--- src/rtl/utc_pkg.sv ---
`timescale 1ns / 1ps
// ----------------------------------------------------------------------------
// utc_pkg
// Shared types, constants and the code point to Windows-1251 mapping function
// for the UTF-8 to CP1251 decoder.
// ----------------------------------------------------------------------------
package utc_pkg;

  localparam int unsigned ResDepth = 4;
  localparam int unsigned PtrW     = $clog2(ResDepth);
  localparam int unsigned CntW     = $clog2(ResDepth + 1);

  typedef enum logic [1:0] {
    ST_CHAR = 2'd0,
    ST_TERM = 2'd1,
    ST_ERR  = 2'd2
  } status_e;

  typedef struct packed {
    logic [7:0] out_byte;
    status_e    status;
    logic       end_mark;
  } res_t;

  typedef struct packed {
    logic [1:0] n;
    res_t       r0;
    res_t       r1;
  } dec_out_t;

  typedef struct packed {
    logic            space_ok;
    logic [CntW-1:0] level;
  } fifo_stat_t;

  typedef struct packed {
    logic       hit;
    logic [7:0] cp;
  } map_res_t;

  function automatic map_res_t rom_lookup(input logic [15:0] uc);
    map_res_t r;
    r.hit = 1'b1;
    r.cp  = 8'h00;
    case (uc)
      16'h201A: r.cp = 8'h82;
      16'h0453: r.cp = 8'h83;
      16'h201E: r.cp = 8'h84;
      16'h2026: r.cp = 8'h85;
      16'h2020: r.cp = 8'h86;
      16'h2021: r.cp = 8'h87;
      16'h20AC: r.cp = 8'h88;
      16'h2030: r.cp = 8'h89;
      16'h0409: r.cp = 8'h8A;
      16'h2039: r.cp = 8'h8B;
      16'h040A: r.cp = 8'h8C;
      16'h040C: r.cp = 8'h8D;
      16'h040B: r.cp = 8'h8E;
      16'h040F: r.cp = 8'h8F;
      16'h0452: r.cp = 8'h90;
      16'h2018: r.cp = 8'h91;
      16'h2019: r.cp = 8'h92;
      16'h201C: r.cp = 8'h93;
      16'h201D: r.cp = 8'h94;
      16'h2022: r.cp = 8'h95;
      16'h2013: r.cp = 8'h96;
      16'h2014: r.cp = 8'h97;
      16'h2122: r.cp = 8'h99;
      16'h0459: r.cp = 8'h9A;
      16'h203A: r.cp = 8'h9B;
      16'h045A: r.cp = 8'h9C;
      16'h045C: r.cp = 8'h9D;
      16'h045B: r.cp = 8'h9E;
      16'h045F: r.cp = 8'h9F;
      16'h00A0: r.cp = 8'hA0;
      16'h040E: r.cp = 8'hA1;
      16'h045E: r.cp = 8'hA2;
      16'h0408: r.cp = 8'hA3;
      16'h00A4: r.cp = 8'hA4;
      16'h0490: r.cp = 8'hA5;
      16'h00A6: r.cp = 8'hA6;
      16'h00A7: r.cp = 8'hA7;
      16'h0401: r.cp = 8'hA8;
      16'h00A9: r.cp = 8'hA9;
      16'h0404: r.cp = 8'hAA;
      16'h00AB: r.cp = 8'hAB;
      16'h00AC: r.cp = 8'hAC;
      16'h00AD: r.cp = 8'hAD;
      16'h00AE: r.cp = 8'hAE;
      16'h0407: r.cp = 8'hAF;
      16'h00B0: r.cp = 8'hB0;
      16'h00B1: r.cp = 8'hB1;
      16'h0406: r.cp = 8'hB2;
      16'h0456: r.cp = 8'hB3;
      16'h0491: r.cp = 8'hB4;
      16'h00B5: r.cp = 8'hB5;
      16'h00B6: r.cp = 8'hB6;
      16'h00B7: r.cp = 8'hB7;
      16'h0451: r.cp = 8'hB8;
      16'h2116: r.cp = 8'hB9;
      16'h0454: r.cp = 8'hBA;
      16'h00BB: r.cp = 8'hBB;
      16'h0458: r.cp = 8'hBC;
      16'h0405: r.cp = 8'hBD;
      16'h0455: r.cp = 8'hBE;
      16'h0457: r.cp = 8'hBF;
      default:  r.hit = 1'b0;
    endcase
    return r;
  endfunction

  // 11-bit code point from a two-byte sequence
  function automatic map_res_t map_code(input logic [10:0] code);
    map_res_t   r;
    logic [10:0] diff;
    r.hit = 1'b1;
    r.cp  = 8'h00;
    diff  = 11'h000;
    if (code >= 11'h410 && code <= 11'h44F) begin
      diff = code - 11'h350;
      r.cp = diff[7:0];
    end else if (code >= 11'h080 && code <= 11'h0FF) begin
      r.cp = code[7:0];
    end else if (code >= 11'h402 && code <= 11'h403) begin
      diff = code - 11'h382;
      r.cp = diff[7:0];
    end else begin
      r = rom_lookup({5'b0, code});
    end
    return r;
  endfunction

endpackage

--- src/rtl/utc_in_if.sv ---
`timescale 1ns / 1ps
// ----------------------------------------------------------------------------
// utc_in_if
// Request channel carrying one UTF-8 byte and its end-of-string flag.
// ----------------------------------------------------------------------------
interface utc_in_if;
  logic       valid;
  logic       ready;
  logic [7:0] in_byte;
  logic       is_final;

  modport source (output valid, output in_byte, output is_final, input ready);
  modport sink   (input valid, input in_byte, input is_final, output ready);
endinterface

--- src/rtl/utc_out_if.sv ---
`timescale 1ns / 1ps
// ----------------------------------------------------------------------------
// utc_out_if
// Result channel carrying one Windows-1251 byte with status and end mark.
// ----------------------------------------------------------------------------
interface utc_out_if;
  logic       valid;
  logic       ready;
  logic [7:0] out_byte;
  logic [1:0] status;
  logic       end_mark;

  modport source (output valid, output out_byte, output status, output end_mark,
                  input ready);
  modport sink   (input valid, input out_byte, input status, input end_mark,
                  output ready);
endinterface

--- src/rtl/utc_decode.sv ---
`timescale 1ns / 1ps
// ----------------------------------------------------------------------------
// utc_decode
// Stream state (held lead byte, halt flag) and per-byte result generation.
// Produces zero, one or two results for each request taken.
// ----------------------------------------------------------------------------
module utc_decode (
  input  logic              clk_i,
  input  logic              rst_ni,
  input  logic              take_i,
  input  logic [7:0]        byte_i,
  input  logic              fin_i,
  output utc_pkg::dec_out_t dec_o
);
  import utc_pkg::*;

  logic       lead_q, lead_d;
  logic [4:0] bits_q, bits_d;
  logic       halt_q, halt_d;
  map_res_t   map;

  assign map = map_code({bits_q, byte_i[5:0]});

  always_comb begin
    lead_d = lead_q;
    bits_d = bits_q;
    halt_d = halt_q;
    dec_o  = '0;
    dec_o.r0.status = ST_CHAR;
    dec_o.r1.status = ST_TERM;
    dec_o.r1.end_mark = 1'b1;
    if (take_i) begin
      if (halt_q) begin
        if (fin_i) begin
          halt_d = 1'b0;
          lead_d = 1'b0;
          bits_d = 5'd0;
        end
      end else if (lead_q) begin
        lead_d = 1'b0;
        bits_d = 5'd0;
        dec_o.n = 2'd1;
        if (map.hit) begin
          dec_o.r0.out_byte = map.cp;
          if (fin_i) dec_o.n = 2'd2;
        end else begin
          dec_o.r0.status   = ST_ERR;
          dec_o.r0.end_mark = 1'b1;
          if (!fin_i) halt_d = 1'b1;
        end
      end else if (byte_i == 8'h00) begin
        dec_o.n = 2'd1;
        dec_o.r0.status   = ST_TERM;
        dec_o.r0.end_mark = 1'b1;
        if (!fin_i) halt_d = 1'b1;
      end else if (!byte_i[7]) begin
        dec_o.n = fin_i ? 2'd2 : 2'd1;
        dec_o.r0.out_byte = byte_i;
      end else if (!byte_i[5]) begin
        if (fin_i) begin
          dec_o.n = 2'd1;
          dec_o.r0.status   = ST_ERR;
          dec_o.r0.end_mark = 1'b1;
        end else begin
          lead_d = 1'b1;
          bits_d = byte_i[4:0];
        end
      end else begin
        dec_o.n = 2'd1;
        dec_o.r0.status   = ST_ERR;
        dec_o.r0.end_mark = 1'b1;
        if (!fin_i) halt_d = 1'b1;
      end
    end
  end

  always_ff @(posedge clk_i or negedge rst_ni) begin
    if (!rst_ni) begin
      lead_q <= 1'b0;
      bits_q <= 5'd0;
      halt_q <= 1'b0;
    end else begin
      lead_q <= lead_d;
      bits_q <= bits_d;
      halt_q <= halt_d;
    end
  end

endmodule

--- src/rtl/utc_res_fifo.sv ---
`timescale 1ns / 1ps
// ----------------------------------------------------------------------------
// utc_res_fifo
// Result queue: takes up to two results per cycle, delivers one per cycle while popped.
// ----------------------------------------------------------------------------
module utc_res_fifo (
  input  logic                clk_i,
  input  logic                rst_ni,
  input  utc_pkg::dec_out_t   wr_i,
  input  logic                pop_i,
  output logic                valid_o,
  output utc_pkg::res_t       head_o,
  output utc_pkg::fifo_stat_t stat_o
);
  import utc_pkg::*;

  res_t            mem_q [ResDepth];
  logic [PtrW-1:0] wptr_q, wptr_d;
  logic [PtrW-1:0] rptr_q, rptr_d;
  logic [CntW-1:0] cnt_q, cnt_d;
  logic            pop;

  assign pop     = pop_i && (cnt_q != '0);
  assign valid_o = (cnt_q != '0);
  assign head_o  = mem_q[rptr_q];

  assign stat_o.space_ok = (cnt_q <= CntW'(ResDepth - 2));
  assign stat_o.level    = cnt_q;

  always_comb begin
    wptr_d = PtrW'(wptr_q + PtrW'(wr_i.n));
    rptr_d = pop ? PtrW'(rptr_q + 1'b1) : rptr_q;
    cnt_d  = CntW'(cnt_q + CntW'(wr_i.n) - CntW'(pop));
  end

  always_ff @(posedge clk_i) begin
    if (wr_i.n != 2'd0) mem_q[wptr_q] <= wr_i.r0;
    if (wr_i.n == 2'd2) mem_q[PtrW'(wptr_q + 1'b1)] <= wr_i.r1;
  end

  always_ff @(posedge clk_i or negedge rst_ni) begin
    if (!rst_ni) begin
      wptr_q <= '0;
      rptr_q <= '0;
      cnt_q  <= '0;
    end else begin
      wptr_q <= wptr_d;
      rptr_q <= rptr_d;
      cnt_q  <= cnt_d;
    end
  end

endmodule

--- src/rtl/utf8_to_cp1251_decoder_core.sv ---
`timescale 1ns / 1ps
// Path: an accepted request is held in the input register, then decoded into
//   the result queue; it waits while the queue holds three or more results.
// Throughput: one byte per cycle while the result queue has room; the
//   single-result output port sends a character plus terminator one by one.
// Reset: asynchronous, active low; clears the held lead byte, the halt flag
//   and the result queue. No clearing pass.
// ----------------------------------------------------------------------------
// utf8_to_cp1251_decoder_core
// UTF-8 byte stream to Windows-1251 converter: input register, decode stage
// with stream state, four-entry result queue.
// ----------------------------------------------------------------------------
module utf8_to_cp1251_decoder_core (
  input  logic clk_i,
  input  logic rst_ni,
  utc_in_if.sink    in_i,
  utc_out_if.source out_o
);
  import utc_pkg::*;

  logic       vld_q, vld_d;
  logic [7:0] byte_q, byte_d;
  logic       fin_q, fin_d;
  logic       load;
  logic       take;
  dec_out_t   dec;
  res_t       head;
  fifo_stat_t fstat;
  logic       fvalid;

  assign take     = vld_q && fstat.space_ok;
  assign in_i.ready = !vld_q || fstat.space_ok;
  assign load     = in_i.valid && in_i.ready;

  always_comb begin
    vld_d  = load ? 1'b1 : (take ? 1'b0 : vld_q);
    byte_d = load ? in_i.in_byte : byte_q;
    fin_d  = load ? in_i.is_final : fin_q;
  end

  always_ff @(posedge clk_i or negedge rst_ni) begin
    if (!rst_ni) begin
      vld_q <= 1'b0;
    end else begin
      vld_q <= vld_d;
    end
  end

  always_ff @(posedge clk_i) begin
    byte_q <= byte_d;
    fin_q  <= fin_d;
  end

  utc_decode u_decode (
    .clk_i  (clk_i),
    .rst_ni (rst_ni),
    .take_i (take),
    .byte_i (byte_q),
    .fin_i  (fin_q),
    .dec_o  (dec)
  );

  utc_res_fifo u_fifo (
    .clk_i   (clk_i),
    .rst_ni  (rst_ni),
    .wr_i    (dec),
    .pop_i   (out_o.ready),
    .valid_o (fvalid),
    .head_o  (head),
    .stat_o  (fstat)
  );

  assign out_o.valid    = fvalid;
  assign out_o.out_byte = head.out_byte;
  assign out_o.status   = head.status;
  assign out_o.end_mark = head.end_mark;

  a_pair_form: assert property (@(posedge clk_i) disable iff (!rst_ni)
    (dec.n == 2'd2) |-> (dec.r0.status == ST_CHAR && dec.r1.status == ST_TERM
                         && dec.r1.end_mark))
    else $error("two-result request not char followed by terminator");

  a_no_result_idle: assert property (@(posedge clk_i) disable iff (!rst_ni)
    !take |-> (dec.n == 2'd0))
    else $error("result produced without a request in the decode stage");

  a_level: assert property (@(posedge clk_i) disable iff (!rst_ni)
    fstat.level <= CntW'(ResDepth))
    else $error("result queue overflow");

  a_end_on_stop: assert property (@(posedge clk_i) disable iff (!rst_ni)
    (fvalid && head.status != ST_CHAR) |-> head.end_mark)
    else $error("terminator or error result without end mark");

endmodule

--- src/flat_wrapper.sv ---
// flat-port wrapper written by rule: the top's interface ports become plain ports
module utf8_to_cp1251_decoder_core_flat import utc_pkg::*;
  (clk_i, rst_ni, in_i_valid, in_i_in_byte, in_i_is_final, in_i_ready, out_o_valid, out_o_out_byte, out_o_status, out_o_end_mark, out_o_ready);
  utc_in_if in_i_i ();
  utc_out_if out_o_i ();
  input  logic clk_i;
  input  logic rst_ni;
  input wire logic [$bits(in_i_i.valid)-1:0] in_i_valid;
  input wire logic [$bits(in_i_i.in_byte)-1:0] in_i_in_byte;
  input wire logic [$bits(in_i_i.is_final)-1:0] in_i_is_final;
  output wire logic [$bits(in_i_i.ready)-1:0] in_i_ready;
  output wire logic [$bits(out_o_i.valid)-1:0] out_o_valid;
  output wire logic [$bits(out_o_i.out_byte)-1:0] out_o_out_byte;
  output wire logic [$bits(out_o_i.status)-1:0] out_o_status;
  output wire logic [$bits(out_o_i.end_mark)-1:0] out_o_end_mark;
  input wire logic [$bits(out_o_i.ready)-1:0] out_o_ready;
  assign in_i_i.valid = in_i_valid;
  assign in_i_i.in_byte = in_i_in_byte;
  assign in_i_i.is_final = in_i_is_final;
  assign in_i_ready = in_i_i.ready;
  assign out_o_valid = out_o_i.valid;
  assign out_o_out_byte = out_o_i.out_byte;
  assign out_o_status = out_o_i.status;
  assign out_o_end_mark = out_o_i.end_mark;
  assign out_o_i.ready = out_o_ready;
  utf8_to_cp1251_decoder_core u_core (.clk_i(clk_i), .rst_ni(rst_ni), .in_i(in_i_i), .out_o(out_o_i));
endmodule
--- config.mk ---
export PLATFORM = sky130hd
export DESIGN_NAME = utf8_to_cp1251_decoder_core_flat
export DESIGN_NICKNAME = d
export VERILOG_FILES = /design/src/rtl/utc_pkg.sv /design/src/rtl/utc_in_if.sv /design/src/rtl/utc_out_if.sv /design/src/rtl/utc_decode.sv /design/src/rtl/utc_res_fifo.sv /design/src/rtl/utf8_to_cp1251_decoder_core.sv /design/src/flat_wrapper.sv
export SDC_FILE = /design/constraint.sdc
export NUM_CORES = 1
export LEC_CHECK = 0
export CAP_MARGIN = 20
export CELL_PAD_IN_SITES_DETAIL_PLACEMENT = 0
export CELL_PAD_IN_SITES_GLOBAL_PLACEMENT = 2
export CORE_MARGIN = 3
export CORE_UTILIZATION = 40
export CTS_CLUSTER_DIAMETER = 80
export DETAILED_ROUTE_END_ITERATION = 10
export DONT_BUFFER_PORTS = 1
export PLACE_DENSITY_LB_ADDON = 0.12
export SLEW_MARGIN = 20
export SYNTH_ARGS = -nofsm -noshare
export SYNTH_HDL_FRONTEND = slang
export SYNTH_SLANG_ARGS = --single-unit
--- constraint.sdc ---
create_clock -name clk_i -period 5.6 [get_ports clk_i]
set_input_delay 1.12 -clock clk_i [delete_from_list [all_inputs] [get_ports clk_i]]
set_output_delay 1.12 -clock clk_i [all_outputs]
set_load 0.02 [all_outputs]
Word level (Yosys, flattened, before mapping). Memories as Yosys holds them, arrays and structs flattened. Cells that the tools add are included.

RAM bits: 44. Memories: 1. Register bits: 24. Output and inout bits: 13. Logic and storage cells: 138.

Mux-type cells: 50. Magnitude comparators: 7. $add $sub $neg: 7. Eq/ne operators: 48. Reductions and logical operators: 16.

Memory list: u_core.u_fifo.mem_q (words 4, bits a word 11, read ports 1, clocked after Yosys merged registers in 0, wr ports 2, RTL line utc_res_fifo.sv:17) `res_t mem_q [ResDepth];`.

Operators by type and width (number): $pmux 8 s43 (1); $eq 11x11->1 const B (28); $eq 11x8->1 const B (15); $reduce_or 43->1 (1); $mux 13 (3); $mux 5 (7); $mux 1 (24); $mux 8 (3); $ge 11x11->1 const B (2); $le 11x11->1 const B (2); $mux 3 (5); $mux 7 (2); $ge 11x8->1 const B (1); $le 11x8->1 const B (1); $mux 10 (1); $ne 3x3->1 const B (3); $logic_not 8->1 (1); $mux 2 (4); $sub 8x7->8 const B (1); $sub 8x8->8 const B (1); $logic_and 1x1->1 (6); $reduce_and 6->1 (1); $reduce_bool 3->1 (2); $add 2x1->2 const B (2); other kinds (10) (11).

Depth between registers and ports, before layout.
Word-level depth: 13. Gate-level depth with buffers: 17.

Modules after synthesis. A second synthesis with hierarchy kept.

Cell total of the unflattened synthesis: 450. Area, all modules: 5013.6 µm².

By module, submodules not included: utc_res_fifo (seq. area each 1496.4 µm², cells an instance 146, area each 2678.8 µm², times used 1); utc_decode (seq. area each 175.2 µm², cells an instance 290, area each 2004.4 µm², times used 1); utf8_to_cp1251_decoder_core (seq. area each 295.3 µm², cells an instance 14, area each 330.3 µm², times used 1).

Least setup slack after synthesis. OpenSTA, ideal clock, no wires.

Kind: reg-to-reg. Start: register u_core.byte_q[1]. End: register u_core.u_fifo.cnt_q[2]. Clock period less this slack: 3.944 ns. Required time: 5.477 ns. Stages on the path, launching flop included: 17. Path buffers: 1. Arrival: 3.821 ns. Slack: 1.656 ns. Path through: edfxtp_1 clkbuf_1 inv_2 ha_1 or3b_1 a211o_1 nand3_1 o211ai_1 or4_1 o21ai_1 nand2_1 ha_1 inv_1 ha_1 fa_1 xnor2_1 xnor2_1.

Cells in the longest elaborated chain, start to end: 12. Elaborated cells on any way between the ends: 65.

RTL lines: from (decl) (RTL line utf8_to_cp1251_decoder_core.sv:22) `logic [7:0] byte_q, byte_d;`; from (signal assigned) (RTL line utf8_to_cp1251_decoder_core.sv:50) `byte_q <= byte_d;`; $eq 11x11->1 or $eq 11x8->1 (tied branches) (RTL line utc_pkg.sv:45) `case (uc)`; $reduce_or 43->1 (no source line); $mux 1 (RTL line utc_pkg.sv:45); $mux 1 (RTL line utc_pkg.sv:124) `end else if (code >= 11'h402 && code <= 11'h403) begin`; $mux 1 (RTL line utc_pkg.sv:122) `end else if (code >= 11'h080 && code <= 11'h0FF) begin`; $mux 1 (RTL line utc_pkg.sv:119) `if (code >= 11'h410 && code <= 11'h44F) begin`; $mux 10 (RTL line utc_decode.sv:43) `if (map.hit) begin`; $mux 13 * (RTL line utc_decode.sv:39) `end else if (lead_q) begin`; $mux 13 * (RTL line utc_decode.sv:33) `if (halt_q) begin`; $mux 13 * (RTL line utc_decode.sv:32) `if (take_i) begin`; $add 3x2->3 * (RTL line utc_res_fifo.sv:33) `cnt_d = CntW'(cnt_q + CntW'(wr_i.n) - CntW'(pop));`; $sub 3x1->3 * (RTL line utc_res_fifo.sv:33); net u_core.u_fifo.cnt_d[2] (RTL line utc_res_fifo.sv:20) `logic [CntW-1:0] cnt_q, cnt_d;`; to (signal assigned) (RTL line utc_res_fifo.sv:49) `cnt_q <= cnt_d;`; to (decl) (RTL line utc_res_fifo.sv:20).

The timed path passes the listed nets; every way through them passes the cells marked *. A chain may end at the register's enable or synchronous reset.

Worst setup path in the final report.
Start: register u_core.byte_q[5]. End: register u_core.u_fifo.cnt_q[2].

Same word-level chain as after synthesis.

==> impl_metrics.env <==
export IMPL_clock_skew_ns=0.00962
export IMPL_startpoint_type="register"
export IMPL_initial_utilization_pct=41.7
export IMPL_drc=0
export IMPL_dp_hpwl_um=9360
export IMPL_multi_input_area_um2=2630
export IMPL_final_nets=519
export IMPL_async_flop_share_pct=22.1
export IMPL_dieHeight_um=110
export IMPL_hold_viol=0
export IMPL_ff2ff_setup_slack_ns=1.01
export IMPL_n_fill_cell=1046
export IMPL_cts_tree="built"
export IMPL_status="completed"
export IMPL_place_congestion=0.906
export IMPL_post_route_period_util_pct=81.9
export IMPL_cp_arrival_ns=4.86
export IMPL_dpl_cell_area_um2=4450
export IMPL_ir_drop_v=0.000261
export IMPL_vias=3963
export IMPL_met1_length_um=6290
export IMPL_fmax_ghz=0.218
export IMPL_synth_edff_count=9
export IMPL_ant_nets=0
export IMPL_syn_avg_cell_area_um2=8.63
export IMPL_netlist_area_um2=4340
export IMPL_cap_viol_max_count=0
export IMPL_cts_setup_buffers=0
export IMPL_drt_first_pass_iters=5
export IMPL_r2r_start="u_core.byte_q[5]"
export IMPL_grt_overflow=0
export IMPL_routed_wl_um=13000
export IMPL_io_buffers=0
export IMPL_die_w_um=110
export IMPL_area_growth_pct=7.24
export IMPL_core_um2=10400
export IMPL_ys_warn_count=0
export IMPL_r2r_end="u_core.u_fifo.cnt_q[2]"
export IMPL_met3_length_um=699
export IMPL_synth_cells=503
export IMPL_fin_crit_ns=4.59
export IMPL_grt_pass1_vias=3685
export IMPL_synth_ff_type="dfxtp_1"
export IMPL_insertion_delay_ns=0.34
export IMPL_fin_tns_setup_ns=0
export IMPL_io_pins=26
export IMPL_rsz0062_at_grt="false"
export IMPL_report_final_slew_viol_count=0
export IMPL_worstPathRequired_ns=5.87
export IMPL_synth_seq_cells=68
export IMPL_cts_sinks=68
export IMPL_wl_per_cell_um=20.5
export IMPL_cp_slowest_cell="edfxtp_1"
export IMPL_vias_per_cell=6.26
export IMPL_slew_limit_headroom_pct=26.0
export IMPL_min_path_type="in -> async"
export IMPL_power_density_nw_per_um2=540
export IMPL_clk_pin_slew_ns=0.08
export IMPL_cp_end_kind="register"
export IMPL_cp_cell_sequence="inv_1 -> ha_1 -> nor4bb_1 -> o41ai_2 -> o22ai_1 -> a221o_1 -> or4_1 -> o21ai_1 -> nand2_1 -> ha_1 -> inv_1 -> ha_1 -> fa_1 -> xnor2_1 -> xnor2_1"
export IMPL_path_class="reg -> reg"
export IMPL_die_area_um2=12100
export IMPL_crit_buf_inv=2
export IMPL_power_leakage_nw=1.67
export IMPL_cts_hold_buf=0
export IMPL_grt_pass1_wl_um=20900
export IMPL_finalSetupViolCount=0
export IMPL_synthesis_nets=530
export IMPL_rows=37
export IMPL_cts_buffer_depth=2
export IMPL_worst_path_most_repeated_cell="ha_1"
export IMPL_fin_area_um2=4650
export IMPL_worst_r2r_cell_count=15
export IMPL_cts_made_buffers=9
export IMPL_critical_path_peak_fanout=13
export IMPL_drive_gt1_share_pct=10.9
export IMPL_drt_iter0_markers=292
export IMPL_diodes=0
export IMPL_grt_total_usage_pct=22.5
export IMPL_grt_max_degree=29
export IMPL_seq_area_um2=1530
export IMPL_htree_levels=3
export IMPL_met2_length_um=5710
export IMPL_top_layer="met4"
export IMPL_post_cts_resized=0
export IMPL_critPathMaxStageDelay_ns=0.67
export IMPL_synth_seq_area_share_pct=35.2
export IMPL_antenna_found_initial=0
export IMPL_yosysUniqueCellTypes=68
export IMPL_critPathTopFamily="compound AO/OA/AOI/OAI gates"
export IMPL_cts_root_buf="clkbuf_8"
export IMPL_worst_pin_slew_ns=1.08
report_power, final:
group          switching [W]  internal [W]  total (W)  leakage, nW
logic               0.000684      0.000455    0.00114        0.928
clock network       0.000189      0.000217   0.000406        0.107
registers           0.000246      0.000725   0.000971        0.636
state kept, by name (all words and copies together), names as in the netlist:
name and cells:
u_core.u_fifo.cnt_q 3, u_core.vld_q 1, u_core.byte_q 8, u_core.u_fifo.wptr_q 2, u_core.u_decode.lead_q 1, u_core.fin_q 1, u_core.u_fifo.mem_q 44, u_core.u_decode.halt_q 1
u_core.u_decode.bits_q 5, u_core.u_fifo.rptr_q 2
per-stage QoR:
| step | power (W) | utilization, % | std cells | hold slack [ns] | setup slack, ns |
|---|---|---|---|---|---|
| global placement | 0.00210 | 42.7 | 616 | 0.437 | 1.21 |
| global route | 0.00272 | 44.7 | 633 | 0.431 | 0.704 |
| finish | 0.00252 | 44.7 | 633 | 0.456 | 1.01 |
| floorplan | 0.00182 | - | 503 | 0.427 | 1.66 |
| detailed placement | 0.00211 | 42.7 | 616 | 0.448 | 1.09 |
| CTS | 0.00252 | 44.6 | 632 | 0.441 | 1.08 |
logic make-up after synthesis:
logic type | count (synthesis) | share of synthesized area, %
AND/OR/NAND/NOR | 209 | 24.9
AO/OA/AOI/OAI | 137 | 22.2
flip-flops | 68 | 35.2
buffers and inverters | 48 | 4.35
multiplexers | 18 | 7.35
adder cells (fa/ha/maj) | 14 | 4.21
XOR/XNOR | 9 | 1.82
how the worst max path moves through the flow:
| stage | start | to | slack (ns) | cells past startpoint |
|---|---|---|---|---|
| after floorplan | u_core.byte_q[1] | u_core.u_fifo.cnt_q[2] | 1.66 | 16 |
| after global placement | u_core.byte_q[5] | u_core.u_fifo.cnt_q[2] | 1.21 | 15 |
| after detailed placement | u_core.byte_q[5] | u_core.u_fifo.cnt_q[2] | 1.09 | 15 |
| after CTS | u_core.byte_q[5] | u_core.u_fifo.cnt_q[2] | 1.08 | 15 |
| after global routing | u_core.byte_q[5] | u_core.u_fifo.cnt_q[2] | 0.70 | 15 |
| final | u_core.byte_q[5] | u_core.u_fifo.cnt_q[2] | 1.01 | 15 |
routing by layer:
| layer | global-route usage, % | vias to the layer above |
|---|---|---|
| met5 | 0 | - |
| met4 | 8.18 | 0 |
| met3 | 4.08 | 24 |
| met2 | 32.8 | 130 |
| met1 | 33.0 | 1915 |
| li1 | - | 1894 |
cell type report:
type / count / area share (%)
Clock buffer: 10 / 2.96
Clock inverter: 6 / 1.32
Inverter: 18 / 1.45
Multi-Input combinational cell: 387 / 56.6
Sequential cell: 68 / 32.8
Tap cell: 136 / 3.66
Timing Repair Buffer: 8 / 1.24
cell usage in the layout, fill, tap and decap left out, drive strengths merged, types with 4 or more instances in the layout:
cell type	n
a211o	4
a211oi	29
a21o	4
a21oi	24
a31oi	8
and2	5
and3	6
and4	4
buf	7
clkbuf	11
clkinv	4
dfrtp	15
dfxtp	44
edfxtp	9
ha	13
inv	19
mux2i	6
mux4	11
nand2	47
nand2b	7
nand3	18
nand4	5
nor2	55
nor3	21
nor4	5
o211ai	6
o21ai	24
o22ai	8
o32ai	4
or3	12
or4	6
or4b	4
xnor2	7
cell usage after synthesis, types with 7 or more instances:
| cell | n | area (um^2) |
|---|---|---|
| clkbuf_1 | 19 | 71.3 |
| edfxtp_1 | 9 | 270 |
| nand3_1 | 18 | 90.1 |
| o22ai_1 | 8 | 50.1 |
| nand2b_1 | 7 | 43.8 |
| nand2_1 | 47 | 176 |
| o21ai_0 | 17 | 85.1 |
| buf_2 | 7 | 35.0 |
| inv_1 | 14 | 52.6 |
| a21oi_1 | 24 | 120 |
| xnor2_1 | 7 | 61.3 |
| nor3_1 | 20 | 100 |
| ha_1 | 13 | 163 |
| dfxtp_1 | 44 | 881 |
| nor2_1 | 55 | 206 |
| a211oi_1 | 29 | 218 |
| or3_1 | 11 | 68.8 |
| a31oi_1 | 8 | 50.1 |
| mux4_2 | 11 | 248 |
| dfrtp_1 | 15 | 375 |
Power figures use the tool's default switching activity.
